`src/sv/s256_pkg.sv`:
```
package s256_pkg;

    typedef logic [31:0] word_t;

    // request opcodes
    localparam logic OP_APPEND = 1'b0;
    localparam logic OP_FINISH = 1'b1;

    // commands from the sequencer to the round unit
    typedef struct packed {
        logic start;
        logic restart;
    } s256_ctl_t;

    // round unit status back to the sequencer
    typedef struct packed {
        logic step;
        logic done;
    } s256_stat_t;

    // initial hash values
    localparam word_t H_INIT [8] = '{
        32'h6a09e667, 32'hbb67ae85, 32'h3c6ef372, 32'ha54ff53a,
        32'h510e527f, 32'h9b05688c, 32'h1f83d9ab, 32'h5be0cd19
    };

    // round constants
    localparam word_t K_TABLE [64] = '{
        32'h428a2f98, 32'h71374491, 32'hb5c0fbcf, 32'he9b5dba5,
        32'h3956c25b, 32'h59f111f1, 32'h923f82a4, 32'hab1c5ed5,
        32'hd807aa98, 32'h12835b01, 32'h243185be, 32'h550c7dc3,
        32'h72be5d74, 32'h80deb1fe, 32'h9bdc06a7, 32'hc19bf174,
        32'he49b69c1, 32'hefbe4786, 32'h0fc19dc6, 32'h240ca1cc,
        32'h2de92c6f, 32'h4a7484aa, 32'h5cb0a9dc, 32'h76f988da,
        32'h983e5152, 32'ha831c66d, 32'hb00327c8, 32'hbf597fc7,
        32'hc6e00bf3, 32'hd5a79147, 32'h06ca6351, 32'h14292967,
        32'h27b70a85, 32'h2e1b2138, 32'h4d2c6dfc, 32'h53380d13,
        32'h650a7354, 32'h766a0abb, 32'h81c2c92e, 32'h92722c85,
        32'ha2bfe8a1, 32'ha81a664b, 32'hc24b8b70, 32'hc76c51a3,
        32'hd192e819, 32'hd6990624, 32'hf40e3585, 32'h106aa070,
        32'h19a4c116, 32'h1e376c08, 32'h2748774c, 32'h34b0bcb5,
        32'h391c0cb3, 32'h4ed8aa4a, 32'h5b9cca4f, 32'h682e6ff3,
        32'h748f82ee, 32'h78a5636f, 32'h84c87814, 32'h8cc70208,
        32'h90befffa, 32'ha4506ceb, 32'hbef9a3f7, 32'hc67178f2
    };

    // big sigma 0: rotr 2, 13, 22
    function automatic word_t bsig0(word_t x);
        return {x[1:0], x[31:2]} ^ {x[12:0], x[31:13]} ^ {x[21:0], x[31:22]};
    endfunction

    // big sigma 1: rotr 6, 11, 25
    function automatic word_t bsig1(word_t x);
        return {x[5:0], x[31:6]} ^ {x[10:0], x[31:11]} ^ {x[24:0], x[31:25]};
    endfunction

    // small sigma 0: rotr 7, 18, shr 3
    function automatic word_t ssig0(word_t x);
        return {x[6:0], x[31:7]} ^ {x[17:0], x[31:18]} ^ {3'b000, x[31:3]};
    endfunction

    // small sigma 1: rotr 17, 19, shr 10
    function automatic word_t ssig1(word_t x);
        return {x[16:0], x[31:17]} ^ {x[18:0], x[31:19]} ^ {10'b0, x[31:10]};
    endfunction

endpackage

```
`src/sv/s256_sched.sv`:
```
module s256_sched
    import s256_pkg::*;
(
    input  logic        aclk,
    input  logic        byte_en,
    input  logic [7:0]  byte_in,
    input  logic        step,
    output word_t       w_t
);

    // 16-word window: block buffer while bytes arrive, message schedule during rounds
    word_t win_reg [16];
    word_t w_new;

    // next schedule word
    assign w_new = ssig1(win_reg[14]) + win_reg[9] + ssig0(win_reg[1]) + win_reg[0];
    assign w_t   = win_reg[0];

    // byte shift on load, word shift per round
    always_ff @(posedge aclk) begin
        if (byte_en) begin
            for (int i = 0; i < 15; i++) begin
                win_reg[i] <= {win_reg[i][23:0], win_reg[i+1][31:24]};
            end
            win_reg[15] <= {win_reg[15][23:0], byte_in};
        end else if (step) begin
            for (int i = 0; i < 15; i++) begin
                win_reg[i] <= win_reg[i+1];
            end
            win_reg[15] <= w_new;
        end
    end

endmodule

```
`src/sv/s256_round.sv`:
```
module s256_round
    import s256_pkg::*;
(
    input  logic        aclk,
    input  logic        aresetn,
    input  s256_ctl_t   ctl,
    input  word_t       w_t,
    output s256_stat_t  stat,
    output word_t       hash_o [8]
);

    word_t      hash_reg [8];
    word_t      v_reg [8];
    logic [5:0] rnd_reg;
    logic       run_reg;
    logic       add_reg;

    word_t t1;
    word_t t2;
    word_t ch;
    word_t maj;

    // one compression round
    assign ch  = (v_reg[4] & v_reg[5]) ^ (~v_reg[4] & v_reg[6]);
    assign maj = (v_reg[0] & v_reg[1]) ^ (v_reg[0] & v_reg[2]) ^ (v_reg[1] & v_reg[2]);
    assign t1  = v_reg[7] + bsig1(v_reg[4]) + ch + K_TABLE[rnd_reg] + w_t;
    assign t2  = bsig0(v_reg[0]) + maj;

    assign stat.step = run_reg;
    assign stat.done = add_reg;

    always_comb begin
        for (int i = 0; i < 8; i++) begin
            hash_o[i] = hash_reg[i];
        end
    end

    // round counter and hash update
    always_ff @(posedge aclk) begin
        if (!aresetn) begin
            run_reg  <= 1'b0;
            add_reg  <= 1'b0;
            rnd_reg  <= '0;
            hash_reg <= H_INIT;
        end else begin
            if (ctl.start) begin
                run_reg <= 1'b1;
                rnd_reg <= '0;
            end else if (run_reg) begin
                rnd_reg <= rnd_reg + 6'd1;
                if (&rnd_reg) begin
                    run_reg <= 1'b0;
                    add_reg <= 1'b1;
                end
            end
            if (add_reg) begin
                add_reg <= 1'b0;
                for (int i = 0; i < 8; i++) begin
                    hash_reg[i] <= hash_reg[i] + v_reg[i];
                end
            end else if (ctl.restart) begin
                hash_reg <= H_INIT;
            end
        end
    end

    // working variables a..h
    always_ff @(posedge aclk) begin
        if (ctl.start) begin
            v_reg <= hash_reg;
        end else if (run_reg) begin
            v_reg[7] <= v_reg[6];
            v_reg[6] <= v_reg[5];
            v_reg[5] <= v_reg[4];
            v_reg[4] <= v_reg[3] + t1;
            v_reg[3] <= v_reg[2];
            v_reg[2] <= v_reg[1];
            v_reg[1] <= v_reg[0];
            v_reg[0] <= t1 + t2;
        end
    end

endmodule

```
`src/sv/sha256_stream_hasher.sv`:
```
// SHA-256 hasher over a byte stream.
// Input channel (s_valid/s_ready): one request per message byte with
// s_opcode = 0, or s_opcode = 1 to close the message. A finish request
// pads the message (0x80, zeros, 64-bit bit length) and then sends eight
// requests on the output channel (m_valid/m_ready): h0..h7 in order, with
// m_word_index on every word and m_last_word set on h7.
// The 64th byte of a block starts the shared round unit; s_ready then
// stays low through the 64 rounds and the hash add. A finish request is
// followed by the padding bytes (64 - pos, or 128 - pos when the length
// spills into a second block), a compression per padded block, and then
// the eight words.
// The round unit is the single shared resource and sets the rate.
// s_ready is low while padding, compressing or emitting the digest.
// A stalled receiver holds the word in the output register; the digest
// sequencer waits. The last word leaves the register while new bytes
// of the next message can already be accepted.
// Reset (aresetn low, synchronous) loads the initial hash values and
// clears the byte count; the block buffer needs no clearing.
module sha256_stream_hasher
    import s256_pkg::*;
(
    input  logic        aclk,
    input  logic        aresetn,
    input  logic        s_valid,
    output logic        s_ready,
    input  logic        s_opcode,
    input  logic [7:0]  s_data_byte,
    output logic        m_valid,
    input  logic        m_ready,
    output logic [31:0] m_digest_word,
    output logic [2:0]  m_word_index,
    output logic        m_last_word
);

    localparam logic [1:0] ST_IDLE = 2'd0;
    localparam logic [1:0] ST_PAD  = 2'd1;
    localparam logic [1:0] ST_COMP = 2'd2;
    localparam logic [1:0] ST_EMIT = 2'd3;

    logic [1:0]  state_reg,  state_next;
    logic [5:0]  pos_reg,    pos_next;
    logic [60:0] count_reg,  count_next;
    logic        marker_reg, marker_next;
    logic        spill_reg,  spill_next;
    logic        fin_reg,    fin_next;
    logic [2:0]  idx_reg,    idx_next;
    logic        mvalid_reg, mvalid_next;
    logic [31:0] mword_reg,  mword_next;
    logic [2:0]  midx_reg,   midx_next;
    logic        mlast_reg,  mlast_next;

    logic        wr_en;
    logic [7:0]  wr_byte;
    s256_ctl_t   ctl;
    s256_stat_t  stat;
    word_t       w_t;
    word_t       hash_words [8];

    logic        accept;
    logic        out_load;
    logic [63:0] len_bits;
    logic [2:0]  len_sel;
    logic [7:0]  len_byte;

    s256_sched u_sched (
        .aclk    (aclk),
        .byte_en (wr_en),
        .byte_in (wr_byte),
        .step    (stat.step),
        .w_t     (w_t)
    );

    s256_round u_round (
        .aclk    (aclk),
        .aresetn (aresetn),
        .ctl     (ctl),
        .w_t     (w_t),
        .stat    (stat),
        .hash_o  (hash_words)
    );

    assign s_ready       = (state_reg == ST_IDLE);
    assign accept        = s_valid && s_ready;
    assign m_valid       = mvalid_reg;
    assign m_digest_word = mword_reg;
    assign m_word_index  = midx_reg;
    assign m_last_word   = mlast_reg;

    // big-endian length byte for the current pad position
    assign len_bits = {count_reg, 3'b000};
    assign len_sel  = 3'd7 - pos_reg[2:0];
    assign len_byte = len_bits[{len_sel, 3'b000} +: 8];

    assign out_load = (state_reg == ST_EMIT) && (!mvalid_reg || m_ready);

    // sequencer
    always_comb begin
        state_next  = state_reg;
        pos_next    = pos_reg;
        count_next  = count_reg;
        marker_next = marker_reg;
        spill_next  = spill_reg;
        fin_next    = fin_reg;
        idx_next    = idx_reg;
        wr_en       = 1'b0;
        wr_byte     = s_data_byte;
        ctl         = '0;
        unique case (state_reg)
            ST_IDLE: begin
                if (accept) begin
                    if (s_opcode == OP_APPEND) begin
                        wr_en      = 1'b1;
                        pos_next   = pos_reg + 6'd1;
                        count_next = count_reg + 61'd1;
                        fin_next   = 1'b0;
                        if (&pos_reg) begin
                            ctl.start  = 1'b1;
                            state_next = ST_COMP;
                        end
                    end else begin
                        fin_next    = 1'b1;
                        marker_next = 1'b0;
                        state_next  = ST_PAD;
                    end
                end
            end
            ST_PAD: begin
                wr_en       = 1'b1;
                marker_next = 1'b1;
                pos_next    = pos_reg + 6'd1;
                if (!marker_reg) begin
                    wr_byte    = 8'h80;
                    spill_next = (pos_reg[5:3] == 3'b111);
                end else if (pos_reg[5:3] == 3'b111 && !spill_reg) begin
                    wr_byte = len_byte;
                end else begin
                    wr_byte = 8'h00;
                end
                if (&pos_reg) begin
                    ctl.start  = 1'b1;
                    state_next = ST_COMP;
                end
            end
            ST_COMP: begin
                if (stat.done) begin
                    if (!fin_reg) begin
                        state_next = ST_IDLE;
                    end else if (spill_reg) begin
                        spill_next = 1'b0;
                        state_next = ST_PAD;
                    end else begin
                        idx_next   = '0;
                        state_next = ST_EMIT;
                    end
                end
            end
            ST_EMIT: begin
                if (out_load) begin
                    idx_next = idx_reg + 3'd1;
                    if (&idx_reg) begin
                        ctl.restart = 1'b1;
                        count_next  = '0;
                        pos_next    = '0;
                        fin_next    = 1'b0;
                        state_next  = ST_IDLE;
                    end
                end
            end
            default: begin
                state_next = ST_IDLE;
            end
        endcase
    end

    // output register
    always_comb begin
        mvalid_next = mvalid_reg;
        mword_next  = mword_reg;
        midx_next   = midx_reg;
        mlast_next  = mlast_reg;
        if (out_load) begin
            mvalid_next = 1'b1;
            mword_next  = hash_words[idx_reg];
            midx_next   = idx_reg;
            mlast_next  = &idx_reg;
        end else if (m_ready) begin
            mvalid_next = 1'b0;
        end
    end

    // control state
    always_ff @(posedge aclk) begin
        if (!aresetn) begin
            state_reg  <= ST_IDLE;
            pos_reg    <= '0;
            count_reg  <= '0;
            marker_reg <= 1'b0;
            spill_reg  <= 1'b0;
            fin_reg    <= 1'b0;
            idx_reg    <= '0;
            mvalid_reg <= 1'b0;
        end else begin
            state_reg  <= state_next;
            pos_reg    <= pos_next;
            count_reg  <= count_next;
            marker_reg <= marker_next;
            spill_reg  <= spill_next;
            fin_reg    <= fin_next;
            idx_reg    <= idx_next;
            mvalid_reg <= mvalid_next;
        end
    end

    // output payload
    always_ff @(posedge aclk) begin
        mword_reg <= mword_next;
        midx_reg  <= midx_next;
        mlast_reg <= mlast_next;
    end

    // a compression start always enters the compress state
    a_start_comp: assert property (@(posedge aclk) disable iff (!aresetn)
        ctl.start |=> state_reg == ST_COMP)
        else $error("round unit started outside compress entry");

    // the round unit finishes only while the sequencer waits for it
    a_done_comp: assert property (@(posedge aclk) disable iff (!aresetn)
        stat.done |-> state_reg == ST_COMP)
        else $error("round unit done outside compress state");

    // the last flag rides only on h7
    a_last_idx: assert property (@(posedge aclk) disable iff (!aresetn)
        (m_valid && m_last_word) |-> m_word_index == 3'd7)
        else $error("last word flag on wrong word");

    // restart clears the byte count
    a_restart_cnt: assert property (@(posedge aclk) disable iff (!aresetn)
        ctl.restart |=> (count_reg == '0 && state_reg == ST_IDLE))
        else $error("restart left stale count");

endmodule
```
`config.mk`:
```
export PLATFORM = sky130hd
export DESIGN_NAME = sha256_stream_hasher
export DESIGN_NICKNAME = d
export VERILOG_FILES = /design/src/sv/s256_pkg.sv /design/src/sv/s256_sched.sv /design/src/sv/s256_round.sv /design/src/sv/sha256_stream_hasher.sv
export SDC_FILE = /design/constraint.sdc
export NUM_CORES = 2
export LEC_CHECK = 0
export BUFFER_PORTS_ARGS = -buffer_cell sky130_fd_sc_hd__buf_2
export CAP_MARGIN = 25
export CELL_PAD_IN_SITES_DETAIL_PLACEMENT = 0
export CELL_PAD_IN_SITES_GLOBAL_PLACEMENT = 1
export CORE_UTILIZATION = 52
export CTS_CLUSTER_SIZE = 12
export DETAILED_ROUTE_END_ITERATION = 16
export MAX_ROUTING_LAYER = met4
export PLACE_DENSITY_LB_ADDON = 0.1
export SYNTH_ARGS = -nofsm -noshare
export SYNTH_HDL_FRONTEND = slang
export SYNTH_HIERARCHICAL = 1
export SYNTH_SLANG_ARGS = --single-unit
```
`constraint.sdc`:
```
create_clock -name aclk -period 11.3 [get_ports aclk]
set_input_delay 0.565 -clock aclk [delete_from_list [all_inputs] [get_ports aclk]]
set_output_delay 0.565 -clock aclk [all_outputs]
set_load 0.005 [all_outputs]
```
==> flow_summary.yaml <==
status:
  outcome: "complete, no violations"
clocking:
  post-cts-setup-buffers: 0
  cts_made_buffers: 135
  clkLatencyLatePin_ns: 0.78
  cts-root-buf: "clkbuf_16"
  cts.sinks: 1144
  clk_pin_slew_worst_paths_ns: 0.06
  cts_tree: "done"
  cts_hold_buf: 0
  cts.path.max_buffers: 3
  h-tree-depth: 4
  postCtsResizedCells: 0
floorplan:
  ios: 51
  die_x_um: 388
  die_h_um: 388
  die_area_mm2: 0.151
  core_area_mm2: 0.148
  row_count: 141
  start_util_pct: 52.4
final_layout:
  final_nets: 7733
  seq_area_mm2: 0.0310
  drive_gt1_share_pct: 17.2
  multi_input_area_mm2: 0.0436
  syn_to_final_growth_pct: 8.08
  final.fill_count: 12700
  final_util_pct: 56.6
  largest_register_ff_count: 512
synthesis:
  ys_seq_area_share_pct: 40.0
  synth_edf_count: 804
  synth.largest_area_cell: "edfxtp_1"
  yosys-top-cells-count: "804 x edfxtp_1, 734 x mux2_2, 456 x nand2_1, 453 x a21oi_1, 437 x o21ai_0"
  ys_top_cells_by_area: "edfxtp_1 31%, mux2_2 11%, dfxtp_1 8.8%"
  yosysTopAreaCellShare_pct: 31.2
  synth_ff_type: "edfxtp_1"
  synth_cell_types: 112
  syn-num-nets: 7864
  ys_ff_latch: 1144
  synth_most_common_cell: "edfxtp_1"
  synth.cell_area_mm2: 0.0775
  ys_warn_count: 6
  syn_inst: 7253
  ys_async_sr_fraction_pct: 0
  syn_area_per_cell_um2: 10.7
setup_path:
  crit_top_cell: "o21ai_0"
  critical_path_arrival_ns: 10.08
  r2r-end: "u_round/v_reg[255]"
  cpMaxStageDelayCell: "ha_1"
  max_stage_delay_ns: 0.74
  critPathTopFamily: "compound AO/OA/AOI/OAI gates"
  crit_fanout: 20
  cp.required_ns: 11.78
  crit_path_start: "u_round/rnd_reg[1]"
  end_kind: "flop"
  timing.rr.start: "u_round/rnd_reg[1]"
  r2r.worst_path.cells: 32
  cp.depth: 32
  cp-endpoint: "u_round/v_reg[255]"
  worstSetupPathType: "reg2reg"
  worstPathBufferInverterCount: 4
  worstSetupStartpointType: "flop"
  rrSetupSlack_ns: 1.70
route:
  drtIter0Drc: 5603
  viasPerCell: 6.26
  drt_pass1_iterations: 6
  drc: 0
  routed_wl_um: 243000
  vias: 57300
  wl_per_cell_um: 26.6
  ant_nets: 0
timing:
  slew_headroom_pct: 16.0
  final_max_slew_viol_count: 0
  worst_pin_slew_ns: 1.26
  setup_viol: 0
  hold_viol: 0
  clock_skew_ns: 0.0355
  rsz0062_at_grt: "no"
  finalCriticalPeriod_ns: 9.60
  finalCritPeriodShare_pct: 85.0
  fin_setup_tns_ns: 0
  fmax_ghz: 0.104
power:
  peakVddDrop_v: 0.000194
  powerDensity_mw_per_mm2: 196
  p_leak_nw: 30.4
global_routing:
  grt_pass1_wl_um: 361000
  first_global_vias: 54300
  antenna_found_initial: 5
  grt-ovfl-total: 0
  grt_start_max_net_pins: 184
  grt_use_total_pct: 32.8
hold_path:
  hp-class: "in2reg"
placed_design:
  place.gp.congestion: 0.972
  port-buffer-count: 50
  hpwl_um: 179000
flow_run:
  maxCapViolCount: 0
-- metal layers --
layer	track usage, %	vias to the layer above	wire [µm]
met5	-	-	0
met1	48.2	28600	114000
met2	46.7	2038	104000
met4	8.90	0	6740
met3	5.34	335	18400
li1	-	26400	-
-- placed cells by master (no fill, tap or decap), types with 122 or more instances in the layout --
cell type / count
fa_1: 196
a21o_1: 172
ha_1: 402
o21ai_0: 437
nor3_1: 155
dfxtp_1: 332
clkbuf_16: 139
nor2_1: 359
nand2_1: 455
nand3_1: 122
xnor2_1: 429
inv_1: 335
xor2_1: 151
mux2_2: 734
a21oi_1: 453
edfxtp_1: 804
-- report_power, final --
group	leakage [nW]	total (mW)	switching (mW)	internal (mW)
Clock	2.10	4.32	1.83	2.49
Combinational	18.1	6.57	3.88	2.68
Sequential	10.2	5.53	0.333	5.20
Total	30.4	16.4	6.05	10.4
-- worst reg2reg max path: cells and delay by family (launching register included) --
kind | cells | cell delay (ns)
DFF | 1 | 0.30
adders and majority gates | 5 | 2.61
xor gates and xnor gates | 2 | 0.50
and+or+nand+nor | 9 | 1.98
AOI/OAI and AO/OA | 12 | 3.26
buffers and inverters | 4 | 0.70
-- kinds of logic (layout without fill, tap and decap cells) --
group | Yosys count | in the layout | synth area share (%)
xor gates and xnor gates | 580 | 580 | 6.56
adders and majority gates | 629 | 629 | 12.0
and+or+nand+nor | 1659 | 1659 | 10.7
other | 0 | 3 | 0
muxes | 846 | 846 | 13.4
DFF | 1144 | 1144 | 40.0
buffers and inverters | 754 | 726 | 3.87
AOI/OAI and AO/OA | 1641 | 1641 | 13.5
-- worst min path at each step --
| stage | cells after the start | end | startpoint |
|---|---|---|---|
| floorplan | 0 | m_word_index[2] | idx_reg[2] |
| global placement | 2 | count_reg[60] | count_reg[60] |
| detailed placement | 2 | u_round/hash_o[112] | u_round/hash_o[112] |
| CTS | 3 | fin_reg | s_opcode |
| global route | 2 | u_round/hash_o[251] | aresetn |
| finish | 3 | fin_reg | s_opcode |
-- stage by stage --
| stage | cell area, µm² | hold WS, ns | worst slack (ns) | power (mW) | instances |
|---|---|---|---|---|---|
| finish | 83700 | 0.136 | 1.70 | 16.4 | 9158 |
| global route | 83700 | 0.167 | 1.36 | 17.3 | 9158 |
| CTS | 83700 | 0.0932 | 2.03 | 16.4 | 9152 |
| detailed placement | 79300 | 0.483 | 2.11 | 12.0 | 8912 |
| global placement | 79300 | 0.471 | 2.02 | 12.0 | 8909 |
| floorplan | 77500 | 0.435 | 2.86 | 10.3 | 7253 |
-- final cells by class --
type                       count  share of cell area (%)
clock buffer                 192                    4.52
sequential                  1144                    37.0
antenna                        3                 0.00897
clock inverter                48                   0.641
multi-input combinational   5355                    52.1
inverter                     340                    1.54
tap                         1930                    2.88
timing repair buffer         146                    1.34
Power figures use the tool's default switching activity.
